$ cat config.mk
export PLATFORM = sky130hd
export DESIGN_NAME = ph_dosing_controller
export DESIGN_NICKNAME = d
export VERILOG_FILES = /design/src/phdc_pkg.sv /design/src/phdc_core.sv /design/src/ph_dosing_controller.sv
export SDC_FILE = /design/constraint.sdc
export NUM_CORES = 1
export LEC_CHECK = 0
export ABC_AREA = 1
export BUFFER_PORTS_ARGS = -buffer_cell sky130_fd_sc_hd__buf_4
export CAP_MARGIN = 10
export CORE_MARGIN = 2
export CORE_UTILIZATION = 45
export CTS_CLUSTER_SIZE = 25
export DETAILED_ROUTE_END_ITERATION = 8
export PLACE_DENSITY_LB_ADDON = 0.15
export SLEW_MARGIN = 20
export SYNTH_ARGS = -nofsm -noshare
export SYNTH_HDL_FRONTEND = slang
export SYNTH_SLANG_ARGS = --single-unit
$ cat constraint.sdc
create_clock -name clk -period 23.3 [get_ports clk]
set_clock_uncertainty 0.2 [all_clocks]
set_input_delay 4.66 -clock clk [delete_from_list [all_inputs] [get_ports clk]]
set_output_delay 4.66 -clock clk [all_outputs]
set_load 0.01 [all_outputs]
$ cat src/phdc_pkg.sv
// ----------------------------------------------------------------------------
// pH dosing controller package
// Shared codes, register indexes and item types for the dosing controller.
// ----------------------------------------------------------------------------
package phdc_pkg;

    // Command codes carried in the input tuser
    localparam logic [2:0] FUNC_UPDATE   = 3'd0;
    localparam logic [2:0] FUNC_MAN_ACID = 3'd1;
    localparam logic [2:0] FUNC_MAN_BASE = 3'd2;
    localparam logic [2:0] FUNC_CIRC     = 3'd3;
    localparam logic [2:0] FUNC_ESTOP    = 3'd4;
    localparam logic [2:0] FUNC_RESUME   = 3'd5;

    // Dose kinds
    localparam logic [1:0] KIND_NONE = 2'd0;
    localparam logic [1:0] KIND_BASE = 2'd1;
    localparam logic [1:0] KIND_ACID = 2'd2;

    // Event codes
    localparam logic [2:0] EV_NONE         = 3'd0;
    localparam logic [2:0] EV_BASE_BLOCKED = 3'd1;
    localparam logic [2:0] EV_ACID_BLOCKED = 3'd2;
    localparam logic [2:0] EV_TIMEOUT      = 3'd3;
    localparam logic [2:0] EV_TARGET       = 3'd4;
    localparam logic [2:0] EV_RES_LOW      = 3'd5;
    localparam logic [2:0] EV_CONTINUE     = 3'd6;

    // Relay bit positions
    localparam int RLY_ACID = 0;
    localparam int RLY_BASE = 1;
    localparam int RLY_CIRC = 2;

    // Configuration register indexes
    localparam logic [2:0] REG_PH_LOW_LIMIT   = 3'd0;
    localparam logic [2:0] REG_PH_HIGH_LIMIT  = 3'd1;
    localparam logic [2:0] REG_PH_LOW_TARGET  = 3'd2;
    localparam logic [2:0] REG_PH_HIGH_TARGET = 3'd3;
    localparam logic [2:0] REG_PULSE_MS       = 3'd4;
    localparam logic [2:0] REG_RECHECK_MS     = 3'd5;
    localparam logic [2:0] REG_SESSION_LIMIT  = 3'd6;
    localparam logic [2:0] REG_ACTIVE_LOW     = 3'd7;

    typedef struct packed {
        logic [10:0] ph_low_limit;
        logic [10:0] ph_high_limit;
        logic [10:0] ph_low_target;
        logic [10:0] ph_high_target;
        logic [31:0] pulse_ms;
        logic [31:0] recheck_ms;
        logic [31:0] session_limit_ms;
        logic        relay_active_low;
    } phdc_cfg_t;

    typedef struct packed {
        logic [2:0]  func;
        logic [31:0] now_ms;
        logic [10:0] ph_value;
        logic        acid_level_ok;
        logic        base_level_ok;
        logic        switch_on;
    } phdc_item_t;

    // Control state apart from the time stamps, whose width is a parameter
    typedef struct packed {
        logic       dosing;
        logic [1:0] kind;
        logic       emergency;
        logic [2:0] relay_on;
    } phdc_state_t;

    typedef struct packed {
        logic        acid_pin;
        logic        base_pin;
        logic        circ_pin;
        logic [1:0]  dose_kind;
        logic        dosing;
        logic        emergency;
        logic [2:0]  event_code;
        logic [31:0] pulse_elapsed_ms;
        logic [31:0] session_elapsed_ms;
    } phdc_result_t;

endpackage

$ cat src/phdc_core.sv
// ----------------------------------------------------------------------------
// pH dosing controller step logic
// Computes the next controller state and the result item for one command.
// ----------------------------------------------------------------------------
module phdc_core
    import phdc_pkg::*;
#(
    parameter int TIME_BITS = 32
)
(
    input  phdc_cfg_t            cfg,
    input  phdc_item_t           item,
    input  phdc_state_t          state,
    input  logic [TIME_BITS-1:0] pulse_stamp,
    input  logic [TIME_BITS-1:0] session_stamp,
    output phdc_state_t          state_next,
    output logic [TIME_BITS-1:0] pulse_stamp_next,
    output logic [TIME_BITS-1:0] session_stamp_next,
    output phdc_result_t         result
);

    // Compare width: wide enough for both the time stamps and the 32-bit limits
    localparam int CW = (TIME_BITS > 32) ? TIME_BITS : 32;

    logic [CW-1:0]        now_ext;
    logic [CW-1:0]        recheck_ext;
    logic [TIME_BITS-1:0] now_t;
    logic [TIME_BITS-1:0] sess_d;
    logic [TIME_BITS-1:0] pulse_d;
    logic                 ph_low;
    logic                 ph_high;
    logic                 sess_timeout;
    logic                 pulse_done;
    logic                 level_ok;
    logic                 reached;
    logic [2:0]           ev;
    logic [TIME_BITS-1:0] pe_d;
    logic [CW-1:0]        pe_val;
    logic [CW-1:0]        se_val;

    assign now_ext     = CW'(item.now_ms);
    assign recheck_ext = CW'(cfg.recheck_ms);
    assign now_t       = now_ext[TIME_BITS-1:0];
    assign sess_d      = now_t - session_stamp;
    assign pulse_d     = now_t - pulse_stamp;

    assign ph_low       = item.ph_value < cfg.ph_low_limit;
    assign ph_high      = item.ph_value > cfg.ph_high_limit;
    assign sess_timeout = CW'(sess_d) >= CW'(cfg.session_limit_ms);
    // A stamp in the future (recheck wait) reads as negative: not finished yet.
    assign pulse_done   = !pulse_d[TIME_BITS-1] && (CW'(pulse_d) >= CW'(cfg.pulse_ms));
    assign level_ok     = (state.kind == KIND_BASE) ? item.base_level_ok : item.acid_level_ok;
    assign reached      = (state.kind == KIND_BASE) ?
                          (item.ph_value >= cfg.ph_low_target) :
                          (item.ph_value <= cfg.ph_high_target);

    always_comb
    begin
        state_next         = state;
        pulse_stamp_next   = pulse_stamp;
        session_stamp_next = session_stamp;
        ev                 = EV_NONE;

        case (item.func)
            FUNC_UPDATE:
            begin
                if (!state.emergency)
                begin
                    if (!state.dosing)
                    begin
                        if (ph_low && item.base_level_ok)
                        begin
                            state_next.kind               = KIND_BASE;
                            state_next.relay_on[RLY_BASE] = 1'b1;
                            state_next.relay_on[RLY_ACID] = 1'b0;
                            state_next.dosing             = 1'b1;
                            pulse_stamp_next              = now_t;
                            session_stamp_next            = now_t;
                        end
                        else if (ph_high && item.acid_level_ok)
                        begin
                            state_next.kind               = KIND_ACID;
                            state_next.relay_on[RLY_ACID] = 1'b1;
                            state_next.relay_on[RLY_BASE] = 1'b0;
                            state_next.dosing             = 1'b1;
                            pulse_stamp_next              = now_t;
                            session_stamp_next            = now_t;
                        end
                        else if (ph_low)
                        begin
                            ev = EV_BASE_BLOCKED;
                        end
                        else if (ph_high)
                        begin
                            ev = EV_ACID_BLOCKED;
                        end
                    end
                    else if (sess_timeout)
                    begin
                        state_next.relay_on[RLY_ACID] = 1'b0;
                        state_next.relay_on[RLY_BASE] = 1'b0;
                        state_next.kind               = KIND_NONE;
                        state_next.dosing             = 1'b0;
                        ev                            = EV_TIMEOUT;
                    end
                    else if (pulse_done)
                    begin
                        if ((state.kind == KIND_BASE || state.kind == KIND_ACID) &&
                            (!level_ok || reached))
                        begin
                            state_next.relay_on[RLY_ACID] = 1'b0;
                            state_next.relay_on[RLY_BASE] = 1'b0;
                            state_next.kind               = KIND_NONE;
                            state_next.dosing             = 1'b0;
                            ev = !level_ok ? EV_RES_LOW : EV_TARGET;
                        end
                        else
                        begin
                            pulse_stamp_next = now_t + recheck_ext[TIME_BITS-1:0];
                            ev               = EV_CONTINUE;
                        end
                    end
                end
            end
            FUNC_MAN_ACID:
            begin
                if (item.switch_on)
                begin
                    state_next.kind               = KIND_ACID;
                    state_next.relay_on[RLY_ACID] = 1'b1;
                    state_next.relay_on[RLY_BASE] = 1'b0;
                    state_next.dosing             = 1'b1;
                    pulse_stamp_next              = now_t;
                    session_stamp_next            = now_t;
                end
                else
                begin
                    state_next.relay_on[RLY_ACID] = 1'b0;
                    if (state.kind == KIND_ACID)
                    begin
                        state_next.kind   = KIND_NONE;
                        state_next.dosing = 1'b0;
                    end
                end
            end
            FUNC_MAN_BASE:
            begin
                if (item.switch_on)
                begin
                    state_next.kind               = KIND_BASE;
                    state_next.relay_on[RLY_BASE] = 1'b1;
                    state_next.relay_on[RLY_ACID] = 1'b0;
                    state_next.dosing             = 1'b1;
                    pulse_stamp_next              = now_t;
                    session_stamp_next            = now_t;
                end
                else
                begin
                    state_next.relay_on[RLY_BASE] = 1'b0;
                    if (state.kind == KIND_BASE)
                    begin
                        state_next.kind   = KIND_NONE;
                        state_next.dosing = 1'b0;
                    end
                end
            end
            FUNC_CIRC:
            begin
                state_next.relay_on[RLY_CIRC] = item.switch_on;
            end
            FUNC_ESTOP:
            begin
                if (!state.emergency)
                begin
                    state_next.emergency = 1'b1;
                    state_next.relay_on  = 3'b000;
                    state_next.kind      = KIND_NONE;
                    state_next.dosing    = 1'b0;
                end
            end
            FUNC_RESUME:
            begin
                // Only circulation comes back; the pump relays keep their value.
                if (state.emergency)
                begin
                    state_next.emergency          = 1'b0;
                    state_next.relay_on[RLY_CIRC] = 1'b1;
                    state_next.kind               = KIND_NONE;
                    state_next.dosing             = 1'b0;
                end
            end
            default:
            begin
                ev = EV_NONE;
            end
        endcase
    end

    // Elapsed times are reported against the state left by this item.
    assign pe_d = now_t - pulse_stamp_next;

    always_comb
    begin
        pe_val = '0;
        se_val = '0;
        if (state_next.dosing)
        begin
            if (!pe_d[TIME_BITS-1])
            begin
                pe_val = (CW'(pe_d) >= CW'(cfg.pulse_ms)) ? CW'(cfg.pulse_ms) : CW'(pe_d);
            end
            se_val = CW'(TIME_BITS'(now_t - session_stamp_next));
        end
    end

    assign result.acid_pin           = state_next.relay_on[RLY_ACID] ^ cfg.relay_active_low;
    assign result.base_pin           = state_next.relay_on[RLY_BASE] ^ cfg.relay_active_low;
    assign result.circ_pin           = state_next.relay_on[RLY_CIRC] ^ cfg.relay_active_low;
    assign result.dose_kind          = state_next.kind;
    assign result.dosing             = state_next.dosing;
    assign result.emergency          = state_next.emergency;
    assign result.event_code         = ev;
    assign result.pulse_elapsed_ms   = pe_val[31:0];
    assign result.session_elapsed_ms = se_val[31:0];

endmodule

$ cat src/ph_dosing_controller.sv
// ----------------------------------------------------------------------------
// pH dosing controller
// Bang-bang acid/base dosing with circulation relay, emergency stop and
// manual relay commands; one result item for every command item.
// ----------------------------------------------------------------------------
//
//  Channel   Direction  Signals                        Contents
//  s_*       in         s_tvalid s_tready s_tdata/tuser command item
//  m_*       out        m_tvalid m_tready m_tdata/tuser result item
//  cfg_*     in         cfg_we cfg_index cfg_data      register write
//
// Each item passes an input register and a result register before it is
// presented on m_*; a new item may enter every cycle while the result
// register is not stalled.
// The controller state is updated as an item moves into the result register.
// A stalled result holds in place; the input register still takes one more
// item behind it. Reset restores the register defaults and the idle state
// with circulation on.
//
module ph_dosing_controller
    import phdc_pkg::*;
#(
    parameter int TIME_BITS = 32
)
(
    input  logic        clk,
    input  logic        rst_n,

    input  logic        s_tvalid,
    output logic        s_tready,
    // now_ms[31:0], ph_value[42:32], acid_level_ok[43], base_level_ok[44],
    // switch_on[45], zero[47:46]
    input  logic [47:0] s_tdata,
    // func[2:0]
    input  logic [2:0]  s_tuser,

    output logic        m_tvalid,
    input  logic        m_tready,
    // acid_pin[0], base_pin[1], circ_pin[2], dosing[3], emergency[4],
    // event_code[7:5], pulse_elapsed_ms[39:8], session_elapsed_ms[71:40]
    output logic [71:0] m_tdata,
    // dose_kind[1:0]
    output logic [1:0]  m_tuser,

    input  logic        cfg_we,
    input  logic [2:0]  cfg_index,
    input  logic [31:0] cfg_data
);

    phdc_cfg_t            cfg_reg;
    phdc_item_t           in_item_reg;
    logic                 in_valid_reg;
    phdc_state_t          state_reg;
    phdc_state_t          state_next;
    logic [TIME_BITS-1:0] pulse_stamp_reg;
    logic [TIME_BITS-1:0] pulse_stamp_next;
    logic [TIME_BITS-1:0] session_stamp_reg;
    logic [TIME_BITS-1:0] session_stamp_next;
    phdc_result_t         result_next;
    phdc_result_t         out_result_reg;
    logic                 out_valid_reg;
    logic                 advance;
    logic                 s_accept;

    assign advance  = in_valid_reg && (!out_valid_reg || m_tready);
    assign s_tready = !in_valid_reg || advance;
    assign s_accept = s_tvalid && s_tready;

    phdc_core #(
        .TIME_BITS (TIME_BITS)
    ) u_core (
        .cfg                (cfg_reg),
        .item               (in_item_reg),
        .state              (state_reg),
        .pulse_stamp        (pulse_stamp_reg),
        .session_stamp      (session_stamp_reg),
        .state_next         (state_next),
        .pulse_stamp_next   (pulse_stamp_next),
        .session_stamp_next (session_stamp_next),
        .result             (result_next)
    );

    always_ff @(posedge clk or negedge rst_n)
    begin
        if (!rst_n)
        begin
            cfg_reg.ph_low_limit     <= 11'd550;
            cfg_reg.ph_high_limit    <= 11'd650;
            cfg_reg.ph_low_target    <= 11'd580;
            cfg_reg.ph_high_target   <= 11'd620;
            cfg_reg.pulse_ms         <= 32'd10000;
            cfg_reg.recheck_ms       <= 32'd5000;
            cfg_reg.session_limit_ms <= 32'd300000;
            cfg_reg.relay_active_low <= 1'b0;
        end
        else if (cfg_we)
        begin
            case (cfg_index)
                REG_PH_LOW_LIMIT:   cfg_reg.ph_low_limit     <= cfg_data[10:0];
                REG_PH_HIGH_LIMIT:  cfg_reg.ph_high_limit    <= cfg_data[10:0];
                REG_PH_LOW_TARGET:  cfg_reg.ph_low_target    <= cfg_data[10:0];
                REG_PH_HIGH_TARGET: cfg_reg.ph_high_target   <= cfg_data[10:0];
                REG_PULSE_MS:       cfg_reg.pulse_ms         <= cfg_data;
                REG_RECHECK_MS:     cfg_reg.recheck_ms       <= cfg_data;
                REG_SESSION_LIMIT:  cfg_reg.session_limit_ms <= cfg_data;
                REG_ACTIVE_LOW:     cfg_reg.relay_active_low <= cfg_data[0];
                default:            cfg_reg.relay_active_low <= cfg_reg.relay_active_low;
            endcase
        end
    end

    always_ff @(posedge clk or negedge rst_n)
    begin
        if (!rst_n)
        begin
            in_valid_reg      <= 1'b0;
            out_valid_reg     <= 1'b0;
            state_reg.dosing    <= 1'b0;
            state_reg.kind      <= KIND_NONE;
            state_reg.emergency <= 1'b0;
            state_reg.relay_on  <= 3'b100;
            pulse_stamp_reg   <= '0;
            session_stamp_reg <= '0;
        end
        else
        begin
            if (s_accept)
            begin
                in_valid_reg <= 1'b1;
            end
            else if (advance)
            begin
                in_valid_reg <= 1'b0;
            end

            if (advance)
            begin
                out_valid_reg     <= 1'b1;
                state_reg         <= state_next;
                pulse_stamp_reg   <= pulse_stamp_next;
                session_stamp_reg <= session_stamp_next;
            end
            else if (m_tready)
            begin
                out_valid_reg <= 1'b0;
            end
        end
    end

    always_ff @(posedge clk)
    begin
        if (s_accept)
        begin
            in_item_reg.func          <= s_tuser;
            in_item_reg.now_ms        <= s_tdata[31:0];
            in_item_reg.ph_value      <= s_tdata[42:32];
            in_item_reg.acid_level_ok <= s_tdata[43];
            in_item_reg.base_level_ok <= s_tdata[44];
            in_item_reg.switch_on     <= s_tdata[45];
        end
        if (advance)
        begin
            out_result_reg <= result_next;
        end
    end

    assign m_tvalid = out_valid_reg;
    assign m_tuser  = out_result_reg.dose_kind;
    assign m_tdata  = {out_result_reg.session_elapsed_ms,
                       out_result_reg.pulse_elapsed_ms,
                       out_result_reg.event_code,
                       out_result_reg.emergency,
                       out_result_reg.dosing,
                       out_result_reg.circ_pin,
                       out_result_reg.base_pin,
                       out_result_reg.acid_pin};

endmodule

==> reports/summary.txt <==
Status: finished, final reports clean
Placed Area: 28900 sq um
Ys async rst share: 63.5%
Net count after synthesis: 4001
RR Endpoint: m_tdata[10]
Clock tree from TritonCTS: yes
Pre-CTS WS: 11240 ps
CP max-delay cell: o21ai_0
Dpl hpwl: 67200 microns
Critical Path AT: 12510 ps
CP Capture Type: flop
FF+latch count, synth: 337
Reg-to-Reg Start: in_item_reg[14]
CP delay by family, top: compound AO/OA/AOI/OAI gates
Pwr Density: 128 nW/um^2
Post-Synthesis Cells: 3608
RSZ-0062 raised after global routing: no
YS warnings: 0
Final Util: 51.4%
DRT Wirelength: 86800 microns
Worst-path fanout max: 32
Total Power: 3.87 mW
Max IR drop VDD: 0.0685 mV
Core footprint: 59000 sq um
Root Buffer: clkbuf_16
Primary FF master, synth: dfrtp_1
Cell taking the most area after synthesis: dfrtp_1
Antenna viol nets, final: 0
EDFF count, synth: 123
Worst Tran Pin Value: 1050 ps
Worst Hold Path Cells: 2
Die height: 248 microns
# IOs: 167
Max cap viols: 0
Slowest cell delay on critical path: 620 ps
R2r setup slk: 11030 ps
Final instance area: 30400 sq um
Register area share after synthesis: 33.8%
Max Clk Rate: 81.5 MHz
Ant. Diodes: 0
Fin crit share: 52.7%
Setup violators final: 0
Commonest cells after routing, fill and taps aside: 799 x nand2_1, 504 x inv_1, 435 x o21ai_0, 334 x a21oi_1, 297 x ha_1
Rows: 89
Max reg flops: 141
TritonCTS buffer count: 42
Hold Violations, Final: 0
Die area: 61700 sq um
# port buffers: 164
RD Place Congestion: 0.951
H-tree Lvls: 2
Clock period minus worst slack: 12270 ps
Avg WL per Cell: 19.1 microns
Clock Tree Buf Depth: 3
GRT Overall Usage: 28.0%
Cells after DPL: 4478
Register-to-Register Path Depth: 55
Netlist cell types: 59
Worst path most repeated cell: nand2_1
Area contributors post-synth: dfrtp_1 17%, ha_1 14%, edfxtp_1 14%, nand2_1 11%, o21ai_0 8.1%
Worst path required time: 23540 ps
Max-slew violation count: 0
First drt pass iteration count: 6
DR vias/cell: 5.41
First DRT Iteration DRCs: 1959
Area grow syn2layout: 12.9%
Fraction of layout cells with a size suffix above 1: 9.36%
Fin nets: 4142
Die width: 248 microns
Min-delay src: cfg_reg[111]
Hold_buf cts: 0
Buffers plus inverters on the worst setup path: 6
Post-Syn Area per Cell: 7.45 sq um
Largest net degree at the start of global routing: 115
Tightest Hold Check Type: reg2reg
Clock transition at path regs: 60 ps
Critical path startpoint category: flop
Post-route setup slack: 11030 ps
Clk_lat worst skew: 590 ps
Final hold slack: 283 ps
First-pass GRT wire length: 132000 microns
Final Non-Filler Cells: 4556
Initial antenna violation count: 1
Synth Cell Area: 26900 sq um
Crit Path Class: reg2reg
P_leak: 14.7 nW
# DRC: 0
DR vias: 24670
Worst slew margin: 29.9%
Setup bufs post-CTS: 0
Setup TNS: 0 ps
Leading cell type in the layout, fill and taps excluded: nand2_1
Yosys top cell area share: 16.7%
Number of global-route vias before repair: 23302
Hold path endpoint: cfg_reg[111]
Starting Density: 45.5%
Post-CTS Resized: 0
Remaining Overflow, GRT: 0
CTS Sinks: 337
synth_stat cells, types with 5 or more instances:
cell / count
a22oi_1: 12
o21ai_1: 10
or2_2: 9
nor4_1: 10
o31ai_1: 7
nor2_2: 15
nand2_1: 803
a31oi_1: 20
o211ai_1: 36
nor2_1: 245
dfstp_2: 35
o21ai_0: 435
o221ai_1: 10
clkbuf_1: 74
inv_1: 505
nand2_2: 6
nand4_1: 24
edfxtp_1: 123
dfrtp_1: 179
xnor2_1: 45
o22ai_1: 9
xor2_1: 84
nor3_1: 35
a21o_1: 16
ha_1: 297
fa_1: 5
o21bai_1: 16
buf_2: 11
mux2i_1: 8
buf_1: 9
o21a_1: 21
a21oi_1: 334
nand3_1: 101
worst min-delay path, cell delays in order (launching register included):
cell     delay [ps]
dfrtp_1         340
nand2_1          50
o21ai_0          60
power by group:
group / switching (mW) / leakage, nW / internal (mW)
Combinational: 1.47 / 10.2 / 0.825
Clock: 0.283 / 0.696 / 0.401
Sequential: 0.112 / 3.84 / 0.786
cell type report:
type                    count  area, sq um
multi-input cells        2663        15500
inverters                 509         1920
fillers                  5898        28700
clock inverters            19          200
repair buffers            196         1480
well taps                 773          967
flip-flops and latches    337         9090
clock buffers              59         1220
cell families (layout without fill, tap and decap cells):
logic type	count (synthesis)	count (layout)	synth area share [%]
fa+ha+maj	302	302	14.2
buf+inv	608	783	8.67
flops	337	337	33.8
mux	8	8	0.298
simple gates	1269	1269	19.3
compound gates	955	955	19.5
xor+xnor	129	129	4.20
metal layers:
layer  routed length, microns  up-vias  track usage (%)
met2                    41700      655             48.3
met4                     3580        2             11.1
met3                     4610      163             3.85
li1                         -    12397                -
met1                    36900    11453             35.3
met5                        8        -                0
worst max-delay path by stage:
stage	from	slack, ps	cells past startpoint	to
floorplan	m_tready	13600	2	s_tready
global placement	in_item_reg[14]	11290	55	m_tdata[14]
detailed placement	in_item_reg[14]	11240	56	m_tdata[10]
CTS	in_item_reg[14]	11180	55	m_tdata[10]
global route	in_item_reg[14]	9960	55	m_tdata[10]
finish	in_item_reg[14]	11030	55	m_tdata[10]
Power figures use the tool's default switching activity.
